<file path="src/rtl/wso_pkg.sv">
package wso_pkg;

    // operation codes
    localparam logic [1:0] OP_PULSE = 2'd0;
    localparam logic [1:0] OP_QUERY = 2'd1;
    localparam logic [1:0] OP_TRIP  = 2'd2;

    // defaults and scaling constants
    localparam int unsigned DEBOUNCE_DEF = 100;
    localparam logic [7:0]  DIAM_RESET   = 8'd24;
    localparam int unsigned SPEED_FACTOR = 287;
    localparam int unsigned ACCEL_FACTOR = 278;
    localparam int unsigned TRIP_NUM     = 1000;
    localparam int unsigned TRIP_DEN     = 12547;

    // reciprocal of the trip divisor, exact for any 32-bit dividend
    localparam int unsigned TRIP_SHIFT = 46;
    localparam logic [32:0] TRIP_RECIP =
        33'(((64'd1 << TRIP_SHIFT) - 64'd1) / 64'(TRIP_DEN) + 64'd1);

    // shared divider geometry
    localparam int unsigned DIVIDEND_W = 50;
    localparam int unsigned DIVISOR_W  = 32;
    localparam int unsigned STEP_W     = 6;
    localparam logic [STEP_W-1:0] STEPS_VEL  = 6'd25;
    localparam logic [STEP_W-1:0] STEPS_ACC  = 6'd34;

    typedef struct packed {
        logic [1:0]  op;
        logic [31:0] now_ms;
        logic [31:0] initial_distance_m;
    } t_in_item;

    typedef struct packed {
        logic [23:0]        speed_kmh_q8;
        logic signed [31:0] accel_q8;
        logic [31:0]        trip_m;
        logic [31:0]        total_m;
    } t_out_item;

    // which quotient the divider is working on
    typedef enum logic [1:0] {
        DIV_V0  = 2'd0,
        DIV_V1  = 2'd1,
        DIV_ACC = 2'd2
    } t_div_sel;

    typedef struct packed {
        logic     take;
        logic     prep;
        logic     mul;
        logic     tsplit;
        logic     trem;
        logic     tq2;
        logic     tsum;
        logic     div_start;
        t_div_sel div_sel;
        logic     amul;
        logic     out_load;
    } t_cmd;

    typedef struct packed {
        logic [1:0] op;
        logic       moving;
        logic       mag_zero;
        logic       div_done;
        logic       out_free;
    } t_sts;

endpackage

</file>
<file path="src/rtl/wso_div.sv">
module wso_div #(
    parameter int unsigned DIVIDEND_W = wso_pkg::DIVIDEND_W,
    parameter int unsigned DIVISOR_W  = wso_pkg::DIVISOR_W,
    parameter int unsigned STEP_W     = wso_pkg::STEP_W
) (
    input  logic                  i_clk,
    input  logic                  i_rst_n,
    input  logic                  i_start,
    input  logic [DIVIDEND_W-1:0] i_dividend,
    input  logic [DIVISOR_W-1:0]  i_divisor,
    input  logic [STEP_W-1:0]     i_steps,
    output logic                  o_done,
    output logic [DIVIDEND_W-1:0] o_quotient
);
    import wso_pkg::*;

    logic                  r_busy;
    logic                  r_done;
    logic [STEP_W-1:0]     r_cnt;
    logic [DIVIDEND_W-1:0] r_quo;
    logic [DIVISOR_W-1:0]  r_rem;
    logic [DIVISOR_W-1:0]  r_div;

    logic [DIVISOR_W:0]    rem_sh;
    logic [DIVISOR_W:0]    rem_sub;
    logic                  ge;

    // one restoring step: bring down the next dividend bit, try the subtract
    always_comb begin
        rem_sh  = {r_rem, r_quo[DIVIDEND_W-1]};
        rem_sub = rem_sh - {1'b0, r_div};
        ge      = (rem_sh >= {1'b0, r_div});
    end

    // control: step counter and done pulse
    always_ff @(posedge i_clk) begin
        if (!i_rst_n) begin
            r_busy <= 1'b0;
            r_done <= 1'b0;
            r_cnt  <= '0;
        end else begin
            r_done <= r_busy && (r_cnt == STEP_W'(1));
            if (i_start) begin
                r_busy <= 1'b1;
                r_cnt  <= i_steps;
            end else if (r_busy) begin
                r_cnt <= r_cnt - STEP_W'(1);
                if (r_cnt == STEP_W'(1)) begin
                    r_busy <= 1'b0;
                end
            end
        end
    end

    // datapath: dividend bits shift out at the top, quotient bits in at the bottom
    always_ff @(posedge i_clk) begin
        if (i_start) begin
            r_quo <= i_dividend;
            r_rem <= '0;
            r_div <= i_divisor;
        end else if (r_busy) begin
            r_quo <= {r_quo[DIVIDEND_W-2:0], ge};
            r_rem <= ge ? rem_sub[DIVISOR_W-1:0] : rem_sh[DIVISOR_W-1:0];
        end
    end

    assign o_done     = r_done;
    assign o_quotient = r_quo;

endmodule

</file>
<file path="src/rtl/wso_ctrl.sv">
module wso_ctrl (
    input  logic          i_clk,
    input  logic          i_rst_n,
    input  logic          i_in_valid,
    output logic          o_in_stall,
    output wso_pkg::t_cmd o_cmd,
    input  wso_pkg::t_sts i_sts
);
    import wso_pkg::*;

    typedef enum logic [12:0] {
        S_IDLE = 13'b0_0000_0000_0001,
        S_PREP = 13'b0_0000_0000_0010,
        S_MUL  = 13'b0_0000_0000_0100,
        S_TSPL = 13'b0_0000_0000_1000,
        S_TREM = 13'b0_0000_0001_0000,
        S_TQ2  = 13'b0_0000_0010_0000,
        S_TSUM = 13'b0_0000_0100_0000,
        S_VEL0 = 13'b0_0000_1000_0000,
        S_VEL1 = 13'b0_0001_0000_0000,
        S_AMUL = 13'b0_0010_0000_0000,
        S_AGO  = 13'b0_0100_0000_0000,
        S_ACC  = 13'b0_1000_0000_0000,
        S_OUT  = 13'b1_0000_0000_0000
    } t_state;

    t_state r_state;
    t_state n_state;
    t_cmd   cmd;

    // next state and commands to the datapath
    always_comb begin
        n_state = r_state;
        cmd     = '0;
        case (r_state)
            S_IDLE: begin
                if (i_in_valid) begin
                    cmd.take = 1'b1;
                    if (i_sts.op == OP_QUERY) begin
                        n_state = S_PREP;
                    end
                end
            end
            S_PREP: begin
                cmd.prep = 1'b1;
                n_state  = S_MUL;
            end
            S_MUL: begin
                cmd.mul = 1'b1;
                n_state = S_TSPL;
            end
            S_TSPL: begin
                cmd.tsplit = 1'b1;
                n_state    = S_TREM;
            end
            S_TREM: begin
                cmd.trem = 1'b1;
                n_state  = S_TQ2;
            end
            S_TQ2: begin
                cmd.tq2 = 1'b1;
                n_state = S_TSUM;
            end
            S_TSUM: begin
                cmd.tsum = 1'b1;
                if (i_sts.moving) begin
                    cmd.div_start = 1'b1;
                    cmd.div_sel   = DIV_V0;
                    n_state       = S_VEL0;
                end else begin
                    n_state = S_OUT;
                end
            end
            S_VEL0: begin
                if (i_sts.div_done) begin
                    cmd.div_start = 1'b1;
                    cmd.div_sel   = DIV_V1;
                    n_state       = S_VEL1;
                end
            end
            S_VEL1: begin
                if (i_sts.div_done) begin
                    n_state = S_AMUL;
                end
            end
            S_AMUL: begin
                cmd.amul = 1'b1;
                n_state  = S_AGO;
            end
            S_AGO: begin
                if (i_sts.mag_zero) begin
                    n_state = S_OUT;
                end else begin
                    cmd.div_start = 1'b1;
                    cmd.div_sel   = DIV_ACC;
                    n_state       = S_ACC;
                end
            end
            S_ACC: begin
                if (i_sts.div_done) begin
                    n_state = S_OUT;
                end
            end
            S_OUT: begin
                if (i_sts.out_free) begin
                    cmd.out_load = 1'b1;
                    n_state      = S_IDLE;
                end
            end
            default: begin
                n_state = S_IDLE;
            end
        endcase
    end

    // state register
    always_ff @(posedge i_clk) begin
        if (!i_rst_n) begin
            r_state <= S_IDLE;
        end else begin
            r_state <= n_state;
        end
    end

    assign o_in_stall = (r_state != S_IDLE);
    assign o_cmd      = cmd;

endmodule

</file>
<file path="src/rtl/wso_dpath.sv">
module wso_dpath #(
    parameter int unsigned DEBOUNCE_MS = wso_pkg::DEBOUNCE_DEF
) (
    input  logic               i_clk,
    input  logic               i_rst_n,
    input  logic               i_cfg_we,
    input  logic [7:0]         i_cfg_wdata,
    input  wso_pkg::t_in_item  i_in_data,
    input  wso_pkg::t_cmd      i_cmd,
    output wso_pkg::t_sts      o_sts,
    output logic               o_out_valid,
    input  logic               i_out_stall,
    output wso_pkg::t_out_item o_out_data
);
    import wso_pkg::*;

    localparam logic [31:0] DEBOUNCE_W = 32'(DEBOUNCE_MS);

    // configuration and pulse history
    logic [7:0]  r_diam;
    logic [31:0] r_newest;
    logic [31:0] r_prev;
    logic [31:0] r_older;
    logic [31:0] r_count;
    logic [31:0] r_init;

    // query working registers
    logic [31:0] r_now;
    logic [31:0] r_d0;
    logic [31:0] r_d1;
    logic [16:0] r_k;
    logic [17:0] r_dk;
    logic [18:0] r_q1;
    logic [13:0] r_r1;
    logic [36:0] r_qd;
    logic [31:0] r_y;
    logic [17:0] r_q2;
    logic        r_moving;
    logic [31:0] r_trip;
    logic [24:0] r_v0;
    logic [24:0] r_v1;
    logic [33:0] r_mag;
    logic        r_neg;
    logic [33:0] r_accq;
    t_div_sel    r_div_sel;

    logic      r_out_valid;
    t_out_item r_out_data;

    logic [31:0]           gap;
    logic [31:0]           span_a;
    logic [31:0]           span_b;
    logic [25:0]           vdiff;
    logic [25:0]           vabs;
    logic [31:0]           recip_arg;
    logic [64:0]           recip_prod;
    logic [31:0]           q1_den;
    logic [37:0]           trip_sum;
    logic [DIVIDEND_W-1:0] div_dividend;
    logic [DIVISOR_W-1:0]  div_divisor;
    logic [STEP_W-1:0]     div_steps;
    logic                  div_done;
    logic [DIVIDEND_W-1:0] div_quo;
    logic [23:0]           speed_val;
    logic [31:0]           accel_val;
    logic                  out_free;

    // differences and operand selection
    always_comb begin
        gap    = i_in_data.now_ms - r_newest;
        span_a = r_newest - r_prev;
        span_b = r_now - r_newest;
        vdiff  = {1'b0, r_v0} - {1'b0, r_v1};
        vabs   = vdiff[25] ? (26'd0 - vdiff) : vdiff;
        case (i_cmd.div_sel)
            DIV_V0: begin
                div_dividend = {r_k, 8'd0, 25'd0};
                div_divisor  = r_d0;
                div_steps    = STEPS_VEL;
            end
            DIV_V1: begin
                div_dividend = {r_k, 8'd0, 25'd0};
                div_divisor  = r_d1;
                div_steps    = STEPS_VEL;
            end
            DIV_ACC: begin
                div_dividend = {r_mag, 16'd0};
                div_divisor  = r_d0;
                div_steps    = STEPS_ACC;
            end
            default: begin
                div_dividend = {r_k, 8'd0, 25'd0};
                div_divisor  = r_d0;
                div_steps    = STEPS_VEL;
            end
        endcase
    end

    // trip arithmetic: count = q1*den + r1, trip = q1*dk + (r1*dk)/den
    always_comb begin
        recip_arg  = i_cmd.tq2 ? r_y : r_count;
        recip_prod = 65'(recip_arg) * 65'(TRIP_RECIP);
        q1_den     = 32'(r_q1) * 32'(TRIP_DEN);
        trip_sum   = 38'(r_qd) + 38'(r_q2);
    end

    // shared iterative divider
    wso_div #(
        .DIVIDEND_W (DIVIDEND_W),
        .DIVISOR_W  (DIVISOR_W),
        .STEP_W     (STEP_W)
    ) u_div (
        .i_clk      (i_clk),
        .i_rst_n    (i_rst_n),
        .i_start    (i_cmd.div_start),
        .i_dividend (div_dividend),
        .i_divisor  (div_divisor),
        .i_steps    (div_steps),
        .o_done     (div_done),
        .o_quotient (div_quo)
    );

    // wheel diameter, pulse history, count and initial distance
    always_ff @(posedge i_clk) begin
        if (!i_rst_n) begin
            r_diam   <= DIAM_RESET;
            r_newest <= '0;
            r_prev   <= '0;
            r_older  <= '0;
            r_count  <= '0;
            r_init   <= '0;
        end else begin
            if (i_cfg_we) begin
                r_diam <= i_cfg_wdata;
            end
            if (i_cmd.take) begin
                if (i_in_data.op == OP_PULSE && gap >= DEBOUNCE_W) begin
                    r_older  <= r_prev;
                    r_prev   <= r_newest;
                    r_newest <= i_in_data.now_ms;
                    r_count  <= r_count + 32'd1;
                end else if (i_in_data.op == OP_TRIP) begin
                    r_count <= '0;
                    r_init  <= i_in_data.initial_distance_m;
                end
            end
        end
    end

    // query working registers
    always_ff @(posedge i_clk) begin
        if (i_cmd.take) begin
            r_now <= i_in_data.now_ms;
        end
        if (i_cmd.prep) begin
            r_d0 <= (span_a > span_b) ? span_a : span_b;
            r_d1 <= r_prev - r_older;
            r_k  <= 17'(r_diam) * 17'(SPEED_FACTOR);
            r_dk <= 18'(r_diam) * 18'(TRIP_NUM);
        end
        if (i_cmd.mul) begin
            r_q1     <= recip_prod[TRIP_SHIFT+18:TRIP_SHIFT];
            r_moving <= {15'd0, r_k} > r_d0;
        end
        if (i_cmd.tsplit) begin
            r_r1 <= 14'(r_count - q1_den);
            r_qd <= 37'(r_q1) * 37'(r_dk);
        end
        if (i_cmd.trem) begin
            r_y <= 32'(r_r1) * 32'(r_dk);
        end
        if (i_cmd.tq2) begin
            r_q2 <= recip_prod[TRIP_SHIFT+17:TRIP_SHIFT];
        end
        if (i_cmd.tsum) begin
            r_trip <= (|trip_sum[37:32]) ? 32'hFFFF_FFFF : trip_sum[31:0];
        end
        if (i_cmd.amul) begin
            r_neg <= vdiff[25];
            r_mag <= 34'(vabs) * 34'(ACCEL_FACTOR);
        end
        if (i_cmd.div_start) begin
            r_div_sel <= i_cmd.div_sel;
        end
        if (div_done) begin
            case (r_div_sel)
                DIV_V0:  r_v0   <= div_quo[24:0];
                DIV_V1:  r_v1   <= div_quo[24:0];
                DIV_ACC: r_accq <= div_quo[33:0];
                default: ;
            endcase
        end
    end

    // result saturation
    always_comb begin
        speed_val = '0;
        accel_val = '0;
        if (r_moving) begin
            speed_val = r_v0[24] ? 24'hFF_FFFF : r_v0[23:0];
            if (r_mag != '0) begin
                if (r_neg) begin
                    accel_val = (r_accq >= 34'h0_8000_0000) ? 32'h8000_0000
                                                             : (32'd0 - r_accq[31:0]);
                end else begin
                    accel_val = (r_accq > 34'h0_7FFF_FFFF) ? 32'h7FFF_FFFF : r_accq[31:0];
                end
            end
        end
    end

    assign out_free = !r_out_valid || !i_out_stall;

    // output register
    always_ff @(posedge i_clk) begin
        if (!i_rst_n) begin
            r_out_valid <= 1'b0;
        end else if (i_cmd.out_load) begin
            r_out_valid <= 1'b1;
        end else if (!i_out_stall) begin
            r_out_valid <= 1'b0;
        end
    end

    always_ff @(posedge i_clk) begin
        if (i_cmd.out_load) begin
            r_out_data.speed_kmh_q8 <= speed_val;
            r_out_data.accel_q8     <= accel_val;
            r_out_data.trip_m       <= r_trip;
            r_out_data.total_m      <= r_init + r_trip;
        end
    end

    // status to the controller
    always_comb begin
        o_sts.op       = i_in_data.op;
        o_sts.moving   = r_moving;
        o_sts.mag_zero = (r_mag == '0);
        o_sts.div_done = div_done;
        o_sts.out_free = out_free;
    end

    assign o_out_valid = r_out_valid;
    assign o_out_data  = r_out_data;

endmodule

</file>
<file path="src/rtl/wheel_speed_odometer.sv">
// pulse and trip reset leave the block idle, so the next item is taken in the following cycle
// query: at rest the result skips the divider, when both speeds agree it skips the
// acceleration divide; the input is free again in the cycle after the result is loaded
// trip uses reciprocal multiplies, speeds and acceleration the shared
// divider at one quotient bit per cycle (25+25+34 bits); a stalled result adds its wait
// reset (synchronous, active low) clears pulse history, count and distance, diameter to 24
module wheel_speed_odometer #(
    parameter int unsigned DEBOUNCE_MS = wso_pkg::DEBOUNCE_DEF
) (
    input  logic               i_clk,
    input  logic               i_rst_n,
    input  logic               i_cfg_we,
    input  logic [7:0]         i_cfg_wdata,
    input  logic               i_in_valid,
    output logic               o_in_stall,
    input  wso_pkg::t_in_item  i_in_data,
    output logic               o_out_valid,
    input  logic               i_out_stall,
    output wso_pkg::t_out_item o_out_data
);
    import wso_pkg::*;

    t_cmd cmd;
    t_sts sts;

    // sequencer
    wso_ctrl u_ctrl (
        .i_clk      (i_clk),
        .i_rst_n    (i_rst_n),
        .i_in_valid (i_in_valid),
        .o_in_stall (o_in_stall),
        .o_cmd      (cmd),
        .i_sts      (sts)
    );

    // state, arithmetic and output register
    wso_dpath #(
        .DEBOUNCE_MS (DEBOUNCE_MS)
    ) u_dpath (
        .i_clk       (i_clk),
        .i_rst_n     (i_rst_n),
        .i_cfg_we    (i_cfg_we),
        .i_cfg_wdata (i_cfg_wdata),
        .i_in_data   (i_in_data),
        .i_cmd       (cmd),
        .o_sts       (sts),
        .o_out_valid (o_out_valid),
        .i_out_stall (i_out_stall),
        .o_out_data  (o_out_data)
    );

endmodule

</file>
<file path="config.mk">
export PLATFORM = sky130hd
export DESIGN_NAME = wheel_speed_odometer
export DESIGN_NICKNAME = d
export VERILOG_FILES = /design/src/rtl/wso_pkg.sv /design/src/rtl/wso_div.sv /design/src/rtl/wso_ctrl.sv /design/src/rtl/wso_dpath.sv /design/src/rtl/wheel_speed_odometer.sv
export SDC_FILE = /design/constraint.sdc
export NUM_CORES = 2
export LEC_CHECK = 0
export ABC_AREA = 1
export BUFFER_PORTS_ARGS = -buffer_cell sky130_fd_sc_hd__clkbuf_2
export CAP_MARGIN = 10
export CELL_PAD_IN_SITES_DETAIL_PLACEMENT = 2
export CELL_PAD_IN_SITES_GLOBAL_PLACEMENT = 2
export CORE_MARGIN = 2
export CORE_UTILIZATION = 41
export DETAILED_ROUTE_END_ITERATION = 10
export PLACE_DENSITY = 0.85
export SYNTH_ARGS = -nofsm -noshare
export SYNTH_HDL_FRONTEND = slang
export SYNTH_SLANG_ARGS = --single-unit
export TNS_END_PERCENT = 20
</file>
<file path="constraint.sdc">
create_clock -name i_clk -period 9.1 [get_ports i_clk]
set_input_delay 1.82 -clock i_clk [delete_from_list [all_inputs] [get_ports i_clk]]
set_output_delay 1.82 -clock i_clk [all_outputs]
set_load 0.1 [all_outputs]
</file>
==> flow_summary.json <==
{
  "fin_worst_skew_ns": 0.0395,
  "cap_viol_max_count": 0,
  "internal_power_mw": 8.80,
  "drive_gt1_share_pct": 5.25,
  "cp-start-kind": "register",
  "powerDensity_mw_per_mm2": 160,
  "via_per_inst": 5.53,
  "total_leakage_power_nw": 45.5,
  "post-route-period-util_pct": 96.5,
  "syn_area_mm2": 0.0838,
  "async_flop_share_pct": 0,
  "antenna_left": 0,
  "drc": 0,
  "critical-path-top-cell-by-count": "nand2_1",
  "synth_edf_count": 596,
  "power_mw": 14.7,
  "min_path_cells": 2,
  "critPathSlowestCell": "fa_1",
  "synthTopCellsByArea": "edfxtp_1 (21%), fa_1 (18%), ha_1 (16%)",
  "irDropWorstVdd_mv": 0.165,
  "drt_wl_total_um": 341000,
  "tritoncts": "done",
  "clk_latency_ns": 0.78,
  "fp-row-count": 165,
  "coreArea_mm2": 0.203,
  "io_pins": 201,
  "path_clk_slew_ns": 0.07,
  "synthCells": 9886,
  "hold_class": "reg2reg",
  "syn_nets": 11800,
  "syn_area_per_cell_um2": 8.47,
  "finalWeightedCongestion": 0.972,
  "endpoint_kind": "register",
  "status": "finished clean",
  "fmax_mhz": 114,
  "power_switching_mw": 5.87,
  "wire_per_inst_um": 26.6,
  "ys.flop_type": "edfxtp_1",
  "die-width_um": 456,
  "vias": 70900,
  "grt_pass1_vias": 82500,
  "slew_violations": 0,
  "grt_usage_pct": 32.6,
  "overflow": 0,
  "power_frac_clock_pct": 29.9,
  "synth_cell_types": 63,
  "antenna_found_initial": 6,
  "slowest_delay_ns": 0.58,
  "period_needed_ns": 8.78,
  "area_delta_synth_final_pct": 9.12,
  "die_h_um": 456,
  "cts_hold_buf": 0,
  "grt_pass1_wl_um": 518000,
  "grt_max_degree": 77,
  "worstPathRequired_ns": 9.62,
  "pwr-share-comb_pct": 40.8,
  "h-tree-depth": 3,
  "timing.setup.tns_ns": 0,
  "place_hpwl_um": 273000,
  "cts_setup_buffers": 0,
  "initial_core_util_pct": 41.3,
  "r2r.worst_path.cells": 34,
  "die-area_mm2": 0.208,
  "post_cts_resized": 0,
  "switching_share_pct": 40.0,
  "yosysWarnings": 0,
  "nets": 11900,
  "root_buffer": "clkbuf_16",
  "cts_buffer_depth": 3,
  "r2r_setup_slack_ns": 0.32,
  "finalSetupViolCount": 0,
  "synth_area_leader_cell": "edfxtp_1",
  "dr.pass1.iters": 5,
  "seq_area_frac_synth_pct": 26.7,
  "first_iter_violations": 4431,
  "ys_ff_latch": 818,
  "hold_viol_final": 0,
  "clock_sinks": 818,
  "worstSetupPathType": "reg2reg",
  "io_buffers": 200,
  "critPathArrivalTime_ns": 9.31,
  "relSlewSlack_pct": 21.5,
  "worstMarginPinSlew_ns": 1.18,
  "cts_buffers": 99,
  "p_seq_share_pct": 29.3,
  "cp_max_fo": 38,
  "netlist.area_leader.share_pct": 21.4,
  "rsz0062_at_grt": "false"
}
per-layer routing:
layer / up-vias / GRT usage [%] / wire length (um)
met2: 1751 / 59.5 / 175000
met4: 2 / 12.3 / 14300
li1: 31900 / - / -
met1: 36700 / 39.0 / 138000
met3: 607 / 3.69 / 13900
met5: - / 0 / 12
flip-flops by register name (all words and copies together) (netlist names), 18 cells and up:
signal                    count
u_dpath.r_q1                 19
u_dpath.r_v1                 25
u_dpath.r_mag                33
u_dpath.u_div.r_rem          32
u_dpath.r_qd                 34
u_dpath.r_d1                 32
u_dpath.r_count              32
u_dpath.r_prev               32
u_dpath.o_out_data          120
u_dpath.r_newest             32
u_dpath.r_y                  29
u_dpath.r_init               32
u_dpath.r_d0                 32
u_dpath.r_q2                 18
u_dpath.r_trip               32
u_dpath.r_older              32
u_dpath.r_accq               34
u_dpath.u_div.o_quotient     50
u_dpath.r_now                32
u_dpath.u_div.r_div          32
u_dpath.r_v0                 25
Yosys cell counts, types with 7 or more instances:
| library cell | count |
|---|---|
| nand3b_1 | 18 |
| nand4_1 | 107 |
| o221ai_1 | 10 |
| xor2_1 | 250 |
| a31oi_1 | 47 |
| xnor2_1 | 152 |
| nor2_2 | 12 |
| o21a_1 | 46 |
| nor3_1 | 101 |
| o31ai_1 | 9 |
| a221oi_1 | 20 |
| inv_2 | 17 |
| buf_2 | 23 |
| nand2_2 | 7 |
| o211ai_1 | 29 |
| nand2_1 | 1830 |
| nand3_1 | 220 |
| inv_1 | 2101 |
| dfxtp_1 | 222 |
| a32o_1 | 8 |
| buf_6 | 10 |
| edfxtp_1 | 596 |
| clkbuf_1 | 193 |
| ha_1 | 1038 |
| o21bai_1 | 43 |
| a21oi_1 | 629 |
| a21boi_0 | 19 |
| nor2_1 | 679 |
| fa_1 | 773 |
| a21o_1 | 23 |
| o21ai_0 | 415 |
| o21ai_1 | 123 |
| a211oi_1 | 9 |
| or2_2 | 11 |
| nor4_1 | 41 |
worst max-delay path: cells and delay by family, from the launching register on:
family | cells | cell delay (ns)
AO/OA/AOI/OAI | 4 | 0.97
XOR/XNOR | 1 | 0.40
adder cells (fa/ha/maj) | 9 | 3.87
buffers and inverters | 9 | 1.27
flip-flops | 1 | 0.36
AND/OR/NAND/NOR | 11 | 1.65
final cells by class:
class	count	area [um^2]
fill	22500	111000
multi-input combinational	6718	52600
sequential	818	22300
inverter	2119	7960
tap	2672	3340
clock buffer	136	2840
timing repair buffer	297	1730
clock inverter	48	608
antenna	4	10.0
placed cells by master, fill, tap and decap left out, types with 152 or more instances in the layout:
master / count
fa_1: 773
nor2_1: 672
o21ai_0: 414
xor2_1: 250
edfxtp_1: 596
inv_1: 2096
a21oi_1: 627
xnor2_1: 152
ha_1: 1038
dfxtp_1: 222
clkbuf_2: 199
nand3_1: 220
nand2_1: 1830
power by group through the flow:
stage          Combinational, mW  Clock [mW]  Sequential [mW]
2_1_floorplan               3.84           0             4.34
3_3_place_gp                5.41           0             4.37
3_5_place_dp                5.87           0             4.38
4_1_cts                     5.97        4.45             4.30
5_1_grt                     6.65        4.56             4.31
6_report                    5.98        4.38             4.30
through the flow:
step	setup WS [ns]	instance area [um^2]	instances	hold WS (ns)	util, %
CTS	0.198	91400	12800	0.458	45.1
global route	0.00908	91400	12800	0.475	45.1
floorplan	0.840	83800	9886	0.427	-
finish	0.318	91400	12800	0.462	45.1
detailed placement	0.456	88000	12600	0.451	43.4
global placement	0.660	88000	12600	0.445	43.4
cells by family (layout without fill, tap and decap cells):
| family | Yosys count | after routing | synth area share, % |
|---|---|---|---|
| adder cells (fa/ha/maj) | 1811 | 1811 | 34.0 |
| buffers and inverters | 2350 | 2600 | 10.7 |
| AND/OR/NAND/NOR | 3045 | 3045 | 14.8 |
| flip-flops | 818 | 818 | 26.7 |
| other | 0 | 4 | 0 |
| AO/OA/AOI/OAI | 1459 | 1459 | 9.63 |
| XOR/XNOR | 403 | 403 | 4.23 |
path summary, 6_finish.rpt:
path                                        start                               to
setup / recovery   u_ctrl.r_state[8]$_SDFFE_PN0P_       u_dpath.r_q2[13]$_DFFE_PN_
hold / removal    u_dpath.r_older[4]$_SDFFE_PN0P_  u_dpath.r_older[4]$_SDFFE_PN0P_
setup reg to reg   u_ctrl.r_state[8]$_SDFFE_PN0P_       u_dpath.r_q2[13]$_DFFE_PN_
hold reg to reg   u_dpath.r_older[4]$_SDFFE_PN0P_  u_dpath.r_older[4]$_SDFFE_PN0P_
(Power assumes the default switching activity.)
